[config.mk]
export PLATFORM = sky130hd
export DESIGN_NAME = wav_header_parser
export DESIGN_NICKNAME = d
export VERILOG_FILES = /design/src/sv/whp_pkg.sv /design/src/sv/wav_header_parser.sv
export SDC_FILE = /design/constraint.sdc
export NUM_CORES = 1
export LEC_CHECK = 0
export ABC_AREA = 0
export BUFFER_PORTS_ARGS = -buffer_cell sky130_fd_sc_hd__buf_4
export CAP_MARGIN = 20
export CORE_UTILIZATION = 45
export DETAILED_ROUTE_END_ITERATION = 8
export MAX_ROUTING_LAYER = met4
export PLACE_DENSITY = 0.72
export REMOVE_ABC_BUFFERS = 1
export SLEW_MARGIN = 20
export SYNTH_ARGS = -nofsm -noshare
export SYNTH_HDL_FRONTEND = slang
export SYNTH_SLANG_ARGS = --single-unit
[constraint.sdc]
create_clock -name clk -period 5.4 [get_ports clk]
set_input_delay 0.27 -clock clk [delete_from_list [all_inputs] [get_ports clk]]
set_output_delay 0.27 -clock clk [all_outputs]
set_load 0.02 [all_outputs]
[src/sv/whp_pkg.sv]
package whp_pkg;

    // Parse phases of the chunk walker.
    typedef enum logic [2:0] {
        PH_HDR,
        PH_CHDR,
        PH_FMT,
        PH_SKIP,
        PH_PAD,
        PH_DRAIN
    } phase_t;

    // Result status codes.
    localparam logic [1:0] STATUS_OK          = 2'd0;
    localparam logic [1:0] STATUS_BAD_HEADER  = 2'd1;
    localparam logic [1:0] STATUS_UNSUPPORTED = 2'd2;

    // Configuration register indexes.
    localparam logic [1:0] CFG_CHANNELS = 2'd0;
    localparam logic [1:0] CFG_RATE     = 2'd1;
    localparam logic [1:0] CFG_BITS     = 2'd2;

    // Reset values of the configuration registers.
    localparam logic [15:0] RESET_CHANNELS = 16'd2;
    localparam logic [31:0] RESET_RATE     = 32'd16000;
    localparam logic [15:0] RESET_BITS     = 16'd16;

    // Four-character tags, first character in the top byte.
    localparam logic [31:0] TAG_RIFF = 32'h5249_4646;
    localparam logic [31:0] TAG_WAVE = 32'h5741_5645;
    localparam logic [31:0] TAG_FMT  = 32'h666D_7420;
    localparam logic [31:0] TAG_DATA = 32'h6461_7461;

    // Only the first part of a fmt chunk body carries fields we use.
    localparam logic [31:0] FMT_FILL_MAX = 32'd32;

endpackage

[src/sv/wav_header_parser.sv]
// Channel   Direction  Handshake              Payload
// --------  ---------  ---------------------  ----------------------------------------
// in        sink       in_valid / in_stall    data_byte, last_byte
// out       source     out_valid / out_stall  status, channels, stream_rate,
//                                             sample_bits, frame_count
// cfg       sink       cfg_we                 cfg_index, cfg_data
//
// A byte transfer is registered in the input register and parsed from there; a
// result leaves from the output register.
// One byte is taken every cycle while the output register is empty or being drained.
// in_stall rises only when a byte waits in the input register and the output
// register holds a result that is stalled.
// rst_n clears all parse state and loads the configuration reset values.
module wav_header_parser (
    input  logic        clk,
    input  logic        rst_n,
    // input byte stream
    input  logic        in_valid,
    output logic        in_stall,
    input  logic [7:0]  data_byte,
    input  logic        last_byte,
    // result stream
    output logic        out_valid,
    input  logic        out_stall,
    output logic [1:0]  status,
    output logic [15:0] channels,
    output logic [31:0] stream_rate,
    output logic [15:0] sample_bits,
    output logic [28:0] frame_count,
    // configuration write port
    input  logic        cfg_we,
    input  logic [1:0]  cfg_index,
    input  logic [31:0] cfg_data
);

    // Configuration registers.
    logic [15:0] exp_channels_reg;
    logic [31:0] exp_rate_reg;
    logic [15:0] exp_bits_reg;

    // Input register.
    logic        in_valid_reg;
    logic [7:0]  in_byte_reg;
    logic        in_last_reg;

    // Parse state.
    whp_pkg::phase_t phase_reg, phase_next;
    logic [31:0] cnt_reg, cnt_next;
    logic [31:0] tag_reg, tag_next;
    logic [31:0] len_reg, len_next;
    logic        hok_reg, hok_next;
    logic [15:0] seen_ch_reg, seen_ch_next;
    logic [31:0] seen_rate_reg, seen_rate_next;
    logic [15:0] seen_bits_reg, seen_bits_next;
    logic [15:0] work_ch_reg, work_ch_next;
    logic [31:0] work_rate_reg, work_rate_next;
    logic [15:0] work_bits_reg, work_bits_next;

    // Output register.
    logic        out_valid_reg;
    logic [1:0]  status_reg;
    logic [15:0] channels_reg;
    logic [31:0] rate_reg;
    logic [15:0] bits_reg;
    logic [28:0] frames_reg;

    // Result computed for the byte in the input register.
    logic        emit;
    logic [1:0]  res_status;
    logic [15:0] res_channels;
    logic [31:0] res_rate;
    logic [15:0] res_bits;
    logic [28:0] res_frames;

    logic        advance;
    logic        accept_in;
    logic        process;
    logic [31:0] cnt_inc;
    logic [31:0] fmt_fill;
    logic        data_ok;

    // The parse step may run whenever the output register can take a result.
    assign advance   = !out_valid_reg || !out_stall;
    assign in_stall  = in_valid_reg && !advance;
    assign accept_in = in_valid && !in_stall;
    assign process   = in_valid_reg && advance;

    assign cnt_inc  = cnt_reg + 32'd1;
    assign fmt_fill = (len_reg < whp_pkg::FMT_FILL_MAX) ? len_reg : whp_pkg::FMT_FILL_MAX;

    // The parse step for one byte: all next-state values and the optional result.
    always_comb
    begin
        phase_next     = phase_reg;
        cnt_next       = cnt_reg;
        tag_next       = tag_reg;
        len_next       = len_reg;
        hok_next       = hok_reg;
        seen_ch_next   = seen_ch_reg;
        seen_rate_next = seen_rate_reg;
        seen_bits_next = seen_bits_reg;
        work_ch_next   = work_ch_reg;
        work_rate_next = work_rate_reg;
        work_bits_next = work_bits_reg;
        emit           = 1'b0;
        res_status     = whp_pkg::STATUS_OK;
        res_channels   = '0;
        res_rate       = '0;
        res_bits       = '0;
        res_frames     = '0;
        data_ok        = 1'b0;

        case (phase_reg)
            whp_pkg::PH_HDR:
            begin
                // Bytes 0..11: RIFF magic, the file size and WAVE magic.
                tag_next = {tag_reg[23:0], in_byte_reg};
                if (cnt_reg == 32'd3 && tag_next != whp_pkg::TAG_RIFF)
                begin
                    hok_next = 1'b0;
                end
                if (cnt_reg == 32'd11)
                begin
                    if (tag_next != whp_pkg::TAG_WAVE)
                    begin
                        hok_next = 1'b0;
                    end
                    if (!hok_next)
                    begin
                        emit       = 1'b1;
                        res_status = whp_pkg::STATUS_BAD_HEADER;
                        phase_next = whp_pkg::PH_DRAIN;
                    end
                    else
                    begin
                        phase_next = whp_pkg::PH_CHDR;
                    end
                    cnt_next = '0;
                    tag_next = '0;
                end
                else
                begin
                    cnt_next = cnt_inc;
                end
            end
            whp_pkg::PH_CHDR:
            begin
                // Chunk header: tag in big-endian order, then length little-endian.
                if (cnt_reg < 32'd4)
                begin
                    tag_next = {tag_reg[23:0], in_byte_reg};
                end
                else
                begin
                    len_next = len_reg | (32'(in_byte_reg) << {cnt_reg[1:0], 3'b000});
                end
                if (cnt_reg == 32'd7)
                begin
                    cnt_next = '0;
                    if (tag_next == whp_pkg::TAG_DATA)
                    begin
                        data_ok = seen_ch_reg == exp_channels_reg
                               && seen_rate_reg == exp_rate_reg
                               && seen_bits_reg == exp_bits_reg
                               && len_next != 32'd0
                               && !len_next[31];
                        emit         = 1'b1;
                        res_status   = data_ok ? whp_pkg::STATUS_OK
                                               : whp_pkg::STATUS_UNSUPPORTED;
                        res_channels = seen_ch_reg;
                        res_rate     = seen_rate_reg;
                        res_bits     = seen_bits_reg;
                        res_frames   = data_ok ? len_next[30:2] : '0;
                        phase_next   = whp_pkg::PH_DRAIN;
                    end
                    else if (tag_next == whp_pkg::TAG_FMT)
                    begin
                        work_ch_next   = '0;
                        work_rate_next = '0;
                        work_bits_next = '0;
                        if (len_next == 32'd0)
                        begin
                            // An empty fmt chunk commits all-zero values.
                            seen_ch_next   = '0;
                            seen_rate_next = '0;
                            seen_bits_next = '0;
                            phase_next     = whp_pkg::PH_CHDR;
                        end
                        else
                        begin
                            phase_next = whp_pkg::PH_FMT;
                        end
                    end
                    else
                    begin
                        phase_next = (len_next == 32'd0) ? whp_pkg::PH_CHDR
                                                         : whp_pkg::PH_SKIP;
                    end
                    tag_next = '0;
                end
                else
                begin
                    cnt_next = cnt_inc;
                end
            end
            whp_pkg::PH_FMT:
            begin
                if (cnt_reg == 32'd2)
                begin
                    work_ch_next[7:0] = work_ch_reg[7:0] | in_byte_reg;
                end
                else if (cnt_reg == 32'd3)
                begin
                    work_ch_next[15:8] = work_ch_reg[15:8] | in_byte_reg;
                end
                else if (cnt_reg inside {[32'd4:32'd7]})
                begin
                    work_rate_next = work_rate_reg
                                   | (32'(in_byte_reg) << {cnt_reg[1:0], 3'b000});
                end
                else if (cnt_reg == 32'd14)
                begin
                    work_bits_next[7:0] = work_bits_reg[7:0] | in_byte_reg;
                end
                else if (cnt_reg == 32'd15)
                begin
                    work_bits_next[15:8] = work_bits_reg[15:8] | in_byte_reg;
                end
                // Commit at the end of the used part, so a cut-off chunk changes nothing.
                if (cnt_inc == fmt_fill)
                begin
                    seen_ch_next   = work_ch_next;
                    seen_rate_next = work_rate_next;
                    seen_bits_next = work_bits_next;
                end
                if (cnt_inc == len_reg)
                begin
                    cnt_next   = '0;
                    phase_next = len_reg[0] ? whp_pkg::PH_PAD : whp_pkg::PH_CHDR;
                end
                else
                begin
                    cnt_next = cnt_inc;
                end
            end
            whp_pkg::PH_SKIP:
            begin
                if (cnt_inc == len_reg)
                begin
                    cnt_next   = '0;
                    phase_next = len_reg[0] ? whp_pkg::PH_PAD : whp_pkg::PH_CHDR;
                end
                else
                begin
                    cnt_next = cnt_inc;
                end
            end
            whp_pkg::PH_PAD:
            begin
                phase_next = whp_pkg::PH_CHDR;
                cnt_next   = '0;
            end
            default:
            begin
                // Drain: bytes are dropped until the last one.
            end
        endcase

        // A fresh chunk header always starts from a zero length.
        if (phase_next == whp_pkg::PH_CHDR && cnt_next == 32'd0)
        begin
            len_next = '0;
        end

        if (in_last_reg)
        begin
            // End of file before a result: report what is known.
            if (!emit && phase_next != whp_pkg::PH_DRAIN)
            begin
                emit = 1'b1;
                if (phase_next == whp_pkg::PH_HDR)
                begin
                    res_status = whp_pkg::STATUS_BAD_HEADER;
                end
                else
                begin
                    res_status   = whp_pkg::STATUS_UNSUPPORTED;
                    res_channels = seen_ch_next;
                    res_rate     = seen_rate_next;
                    res_bits     = seen_bits_next;
                end
            end
            // The next byte begins a new file.
            phase_next     = whp_pkg::PH_HDR;
            cnt_next       = '0;
            tag_next       = '0;
            len_next       = '0;
            hok_next       = 1'b1;
            seen_ch_next   = '0;
            seen_rate_next = '0;
            seen_bits_next = '0;
            work_ch_next   = '0;
            work_rate_next = '0;
            work_bits_next = '0;
        end
    end

    // Configuration registers.
    always_ff @(posedge clk or negedge rst_n)
    begin
        if (!rst_n)
        begin
            exp_channels_reg <= whp_pkg::RESET_CHANNELS;
            exp_rate_reg     <= whp_pkg::RESET_RATE;
            exp_bits_reg     <= whp_pkg::RESET_BITS;
        end
        else if (cfg_we)
        begin
            case (cfg_index)
                whp_pkg::CFG_CHANNELS: exp_channels_reg <= cfg_data[15:0];
                whp_pkg::CFG_RATE:     exp_rate_reg     <= cfg_data;
                whp_pkg::CFG_BITS:     exp_bits_reg     <= cfg_data[15:0];
                default:
                begin
                    // No register at this index.
                end
            endcase
        end
    end

    // Input register valid and parse state.
    always_ff @(posedge clk or negedge rst_n)
    begin
        if (!rst_n)
        begin
            in_valid_reg  <= 1'b0;
            phase_reg     <= whp_pkg::PH_HDR;
            cnt_reg       <= '0;
            tag_reg       <= '0;
            len_reg       <= '0;
            hok_reg       <= 1'b1;
            seen_ch_reg   <= '0;
            seen_rate_reg <= '0;
            seen_bits_reg <= '0;
            work_ch_reg   <= '0;
            work_rate_reg <= '0;
            work_bits_reg <= '0;
            out_valid_reg <= 1'b0;
        end
        else
        begin
            if (accept_in)
            begin
                in_valid_reg <= 1'b1;
            end
            else if (advance)
            begin
                in_valid_reg <= 1'b0;
            end

            if (process)
            begin
                phase_reg     <= phase_next;
                cnt_reg       <= cnt_next;
                tag_reg       <= tag_next;
                len_reg       <= len_next;
                hok_reg       <= hok_next;
                seen_ch_reg   <= seen_ch_next;
                seen_rate_reg <= seen_rate_next;
                seen_bits_reg <= seen_bits_next;
                work_ch_reg   <= work_ch_next;
                work_rate_reg <= work_rate_next;
                work_bits_reg <= work_bits_next;
            end

            if (process && emit)
            begin
                out_valid_reg <= 1'b1;
            end
            else if (!out_stall)
            begin
                out_valid_reg <= 1'b0;
            end
        end
    end

    // Payload registers.
    always_ff @(posedge clk)
    begin
        if (accept_in)
        begin
            in_byte_reg <= data_byte;
            in_last_reg <= last_byte;
        end
        if (process && emit)
        begin
            status_reg   <= res_status;
            channels_reg <= res_channels;
            rate_reg     <= res_rate;
            bits_reg     <= res_bits;
            frames_reg   <= res_frames;
        end
    end

    assign out_valid   = out_valid_reg;
    assign status      = status_reg;
    assign channels    = channels_reg;
    assign stream_rate = rate_reg;
    assign sample_bits = bits_reg;
    assign frame_count = frames_reg;

endmodule

==> metrics.md, run 1 <==
| Metric | Value |
|---|---|
| Status | finished, final reports clean |
| Final hold viol count | 0 |
| Number of global-route vias before repair | 17930 |
| Placed Cells | 2760 |
| CP Launch Point | cnt_reg[18] |
| Initial DRC count | 2314 |
| Synthesized cell area | 0.02081 sq mm |
| Power share of the sequential group | 43.1% |
| Crit-path max FO | 16 |
| Grt ovf | 0 |
| Register area share after synthesis | 50.40% |
| Yosys cell types | 86 |
| FP Rows | 78 |
| FFs w/ async S/R, synth | 73.87% |
| Sw frac | 29.42% |
| Clock sink total | 398 |
| Root Buffer | clkbuf_16 |
| Ports | 145 |
| Layout cells sized above 1 | 18.62% |
| Port-buffer cells | 144 |
| Count leader, synth | dfrtp_1 |
| Share of the core filled with cells | 54.38% |
| Number of remaining DRC errors | 0 |
| CTS clk-pin slew, worst paths | 0.07 ns |
| Hold Path Class | primary input to flip-flop |
| Worst Setup EP | cnt_reg[20] |
| Largest area contributor in the netlist | dfrtp_1 |
| Cts bufs inserted | 43 |
| Final ANT Viol Nets | 0 |
| Routed WL | 73070 microns |
| Most used DFF post-synth | dfrtp_1 |
| Fin crit period | 4.945 ns |
| FF+latch count, synth | 398 |
| Pre-CTS setup slack | 0.5838 ns |
| Worst hold slack | 0.1068 ns |
| Worst vdd ir | 287.9 uV |
| Initial antenna violation count | 0 |
| EDFF count, synth | 104 |
| RSZ-0062 raised after global routing | false |
| Final setup fails | 0 |
| Detailed Routing Iterations Pass 1 | 6 |
| Die ar. | 0.04712 sq mm |
| Avg Inst Size Synth | 9.907 sq um |
| Wire length per cell | 25.34 microns |
| Internal Power | 5.724 mW |
| Slew Limit Fails | 0 |
| Critical path required time | 5.82 ns |
| DP HPWL | 48520 microns |
| Core area | 0.04548 sq mm |
| Chip Width | 217.1 microns |
| Clk Latency, worst-skew pair | 0.60 ns |
| RR Endpoint | cnt_reg[20] |
| Area delta synth->final | 18.82% |
| Crit. End Element | flip-flop |
| CP Class | flip-flop to flip-flop |
| First-pass GRT wire length | 110800 microns |
| Power Density | 327.9 mW/mm^2 |
| Net count, final | 2299 |
| Die height | 217.1 microns |
| Reg2reg setup slack | 0.45 ns |
| Slew margin rel. | 22.30% |
| Initial core utilization | 45.77% |
| Reg2reg path depth | 12 |
| Antenna diode count | 0 |
| GPL Wtd Cong | 0.9569 |
| Max Root-Sink Buffers | 3 |
| Period utilisation layout | 91.58% |
| Worst Slack Setup Final | 0.4549 ns |
| Gr usage total | 31.64% |
| Crit path DAT | 5.37 ns |
| Synth top cells by count | dfrtp_1 (285), nor2_1 (201), nand2_1 (158) |
| Max Cap Viol | 0 |
| CTS tree | built |
| Routed vias | 18610 |
| Combinational share of power | 17.9% |
| H-tree Lvls | 2 |
| Reg-to-reg startpoint | cnt_reg[18] |
| Clock Power Share | 39.0% |
| Post-Synthesis Cells | 2101 |
| Transition time of the tightest slew-check pin | 1.162 ns |
| Yosys warns | 0 |
| Startpoint Class | flip-flop |
| Leak | 9.957 nW |
| Vias per cell | 6.456 |
| Net Sw Power | 2.386 mW |
| Synth area leaders | dfrtp_1 (34%), edfxtp_1 (15%), nor2_1 (3.6%) |
| Fin cells | 2883 |
| FMAX | 202.2 MHz |
| Maximum number of pins on one net before global-route repair | 133 |
| Clock skew | 0.02646 ns |
| Synth top area share | 34.26% |
==> area by class of cell <==
class / instances / area (sq um)
Multi-Input combinational cell: 1469 / 9405
Timing Repair Buffer: 285 / 2395
Clock buffer: 55 / 1161
Sequential cell: 398 / 10490
Fill cell: 3977 / 20750
Clock inverter: 25 / 337.8
Tap cell: 600 / 750.7
Inverter: 51 / 191.4
==> cell usage in the layout (no fill, tap or decap), types with 51 or more instances in the layout <==
master	n
nor2_1	197
nand2_1	157
mux2_2	66
xnor2_1	73
a21oi_1	136
buf_4	230
edfxtp_1	104
o21ai_0	145
inv_1	51
dfrtp_1	285
a22oi_1	70
a31oi_1	61
a22o_1	74
==> power by group through the flow <==
stage / combinational (mW) / clock [mW] / sequential (mW)
6_report: 1.45 / 3.17 / 3.49
3_5_place_dp: 1.39 / 0 / 3.54
2_1_floorplan: 0.722 / 0 / 3.56
5_1_grt: 1.54 / 3.31 / 3.51
3_3_place_gp: 1.37 / 0 / 3.53
4_1_cts: 1.42 / 3.19 / 3.48
==> critical path, cell delays in order, from the launching register on <==
cell	delay [ns]
dfrtp_1	0.53
nor4_1	0.70
nand4_1	0.41
or3_1	0.53
nor3_1	0.46
a21boi_0	0.34
nor4_1	0.40
nand4_1	0.16
nand2_1	0.43
buf_4	0.33
o21ai_0	0.11
a22oi_1	0.23
o21ai_0	0.13
==> how the worst min path moves through the flow <==
stage,start,to,slack (ns),depth (start not counted)
after floorplan,rst_n,cnt_reg[0],-0.03,0
after global placement,rst_n,cnt_reg[4],0.43,1
after detailed placement,rst_n,cnt_reg[4],0.44,1
after CTS,out_stall,in_valid_reg,0.09,3
after global routing,out_stall,out_valid,0.14,4
final,out_stall,out_valid,0.11,4
==> per-layer routing <==
| layer | vias up | part of all wire, % | GRT usage [%] |
|---|---|---|---|
| met2 | 1034 | 45 | 46.06 |
| met1 | 9285 | 42 | 44.20 |
| met5 | - | 0 | - |
| met3 | 188 | 9.0 | 5.269 |
| met4 | 0 | 3.8 | 12.07 |
| li1 | 8107 | - | - |
==> cells by family (layout without fill, tap and decap cells) <==
logic type	count (synthesis)	in the layout	share of synthesized area [%]
xor+xnor	87	87	3.805
buf+inv	234	416	4.743
flops	398	398	50.40
fa+ha+maj	3	3	0.1804
simple gates	663	663	16.48
compound gates	646	646	20.62
mux	70	70	3.763
==> through the flow <==
stage	power [mW]	area [sq um]	TNS, ns
after CTS	8.087	24730	0
after global placement	4.892	22750	0
final	8.111	24730	0
after global routing	8.362	24730	0
after floorplan	4.278	20020	-96.17
after detailed placement	4.922	22800	0
==> what timing repair did <==
action | CTS | global route
resized for setup | 0 | 0
endpoints found under the hold margin | 188 | 0
hold buffers | 43 | 0
setup buffers | 0 | 0
Note: power is estimated with default switching activity, not from simulation.
==> run 2, diff against run 1 <==
--- a/config.mk
+++ b/config.mk
@@ -12,7 +12,6 @@
 export DETAILED_ROUTE_END_ITERATION = 8
 export MAX_ROUTING_LAYER = met4
 export PLACE_DENSITY = 0.72
-export REMOVE_ABC_BUFFERS = 1
 export SLEW_MARGIN = 20
 export SYNTH_ARGS = -nofsm -noshare
 export SYNTH_HDL_FRONTEND = slang
==> run 2 against run 1 <==
Effect of this change:
- via count fell by 0.81%
- hold slack improved by 0.010 ns
- clock-buffer cell count increased by 1
- sequential share of layout area grew 0.51 points
- clock skew decreased by 0.0052 ns
- sequential power hardly changed
- non-clock buffer count shrank 15
- final cell count shrank 0.42%
- clock power down 9.8%
- combinational power about the same
==> metrics.md, run 2 (synthesized netlist as in run 1, its figures left out) <==
| Metric | Value |
|---|---|
| Slew margin rel. | 23.73% |
| Power Density | 317.8 mW/mm^2 |
| Chip Width | 217.1 microns |
| Reg-to-reg startpoint | cnt_reg[0] |
| Crit path DAT | 5.58 ns |
| M1 wire length | 30540 microns |
| Transition time of the tightest slew-check pin | 1.140 ns |
| Met2 Routed Length | 32870 microns |
| Clock skew | 0.02128 ns |
| Worst Hold End | in_valid_reg |
| Die ar. | 0.04712 sq mm |
| Number of remaining DRC errors | 0 |
| Initial antenna violation count | 1 |
| Post-CTS setup buffer count | 0 |
| Layout cells sized above 1 | 18.02% |
| Critical hold path startpoint | out_stall |
| Cts bufs inserted | 44 |
| Register cell area after layout | 0.01049 sq mm |
| Ports | 145 |
| DP HPWL | 48800 microns |
| Fin cells | 2871 |
| Grt ovf | 0 |
| Core area | 0.04548 sq mm |
| Hold depth | 3 |
| Most frequent cells in the layout | dfrtp_1 (285), buf_4 (218), nor2_1 (195) |
| Maximum number of pins on one net before global-route repair | 155 |
| CTS tree | built |
| Net count, final | 2285 |
| Area taken by multi-input logic gates | 0.009423 sq mm |
| RSZ-0062 raised after global routing | false |
| Critical path required time | 5.83 ns |
| Most common cell after layout, fill and taps aside | dfrtp_1 |
| RR Endpoint | stream_rate[4] |
| Worst vdd ir | 336.5 uV |
| Routed WL | 72590 microns |
| Placed Cells | 2745 |
| Status | finished, final reports clean |
| Setup tns final | 0 ns |
| Share of the core filled with cells | 53.74% |
| Gr usage total | 31.76% |
| Initial core utilization | 45.77% |
| Area delta synth->final | 17.41% |
| Reg2reg setup slack | 0.25 ns |
| Design Power | 7.766 mW |
| Pre-CTS setup slack | 0.3347 ns |
| Fin crit period | 5.151 ns |
| Slew Limit Fails | 0 |
| First-pass GRT wire length | 110900 microns |
| GPL Wtd Cong | 0.9564 |
| Placed inst area | 0.02264 sq mm |
| Number of global-route vias before repair | 17780 |
| Syn_nets | 2152 |
| Vias per cell | 6.431 |
| Top Metal Used | met4 |
| Root Buffer | clkbuf_16 |
| Die height | 217.1 microns |
| Worst Slack Setup Final | 0.2491 ns |
| Routed vias | 18460 |
| CTS clk-pin slew, worst paths | 0.07 ns |
| Initial DRC count | 2375 |
| H-tree Lvls | 2 |
| Fill count | 4045 |
| Final setup fails | 0 |
| Cell area after layout | 0.02444 sq mm |
| Crit. End Element | flip-flop |
| Period utilisation layout | 95.39% |
| Worst hold slack | 0.1171 ns |
| Leak | 9.811 nW |
| Final hold viol count | 0 |
| Crit-path max FO | 28 |
| Hold Path Class | primary input to flip-flop |
| Clock sink total | 398 |
| Clk Latency, worst-skew pair | 0.59 ns |
| Startpoint Class | flip-flop |
| Max Root-Sink Buffers | 3 |
| Metal3 WL | 7093 microns |
| Detailed Routing Iterations Pass 1 | 6 |
| FMAX | 194.1 MHz |
| Max Cap Viol | 0 |
| Reg2reg path depth | 18 |
| CP Class | flip-flop to flip-flop |
| FP Rows | 78 |
| Port-buffer cells | 144 |
| Final ANT Viol Nets | 0 |
| Wire length per cell | 25.28 microns |
-- run 2: cell types whose count changed in the layout (fill, tap and decap cells not counted), sizes merged --
cell | before | now
buf | 242 | 227
clkinv | 13 | 21
bufinv | 7 | 0
clkbuf | 55 | 56
clkinvlp | 1 | 2
diode | 0 | 1
inv | 55 | 54
-- run 2: area by class of cell --
cell class,count,share of cell area (%)
diodes,1,0.01024
clock buffers,56,4.854
clock inverters,26,0.6553
inverters,51,0.7833
multi-input cells,1469,38.56
flip-flops and latches,398,42.93
well taps,600,3.072
repair buffers,270,9.139
-- run 2: timing repair --
action | in CTS | in global routing
hold buffers | 43 | 0
setup endpoints to repair | 0 | 10
hold endpoints to repair | 129 | 0
gates resized for setup | 0 | 2
-- run 2: how the worst max path moves through the flow --
stage,startpoint,to,cells past startpoint
3_5_place_dp,cnt_reg[0],len_reg[15],13
6_report,cnt_reg[0],stream_rate[4],18
4_1_cts,cnt_reg[0],len_reg[15],13
5_1_grt,cnt_reg[0],len_reg[19],17
2_1_floorplan,cnt_reg[1],channels[0],12
3_3_place_gp,cnt_reg[0],len_reg[24],13
-- run 2: where the power goes --
group	switching (mW)	internal, mW	leakage [nW]	total, mW
sequential	0.199	3.29	4.95	3.49
clock	1.29	1.57	0.661	2.86
combinational	0.870	0.547	4.20	1.42
-- run 2: worst max-delay path, stage by stage, from the launching register on --
cell and delay [ns]:
dfrtp_1 0.47, buf_4 0.24, inv_1 0.13, ha_1 0.38, nor2b_1 0.17, nor4b_1 0.40
o31ai_1 0.12, a2111oi_0 0.51, buf_4 0.22, nand4_1 0.07, nor3_1 0.28, buf_4 0.18
nand2_1 0.07, o311a_1 0.34, a211o_1 0.36, a31oi_4 0.22, a22o_2 0.24, buf_4 0.38
o2bb2ai_1 0.17
-- run 2: routing by layer --
layer,vias up,track usage (%)
li1,8083,-
met1,9226,44.40
met2,1027,47.14
met3,128,5.842
met4,0,9.061
met5,-,-
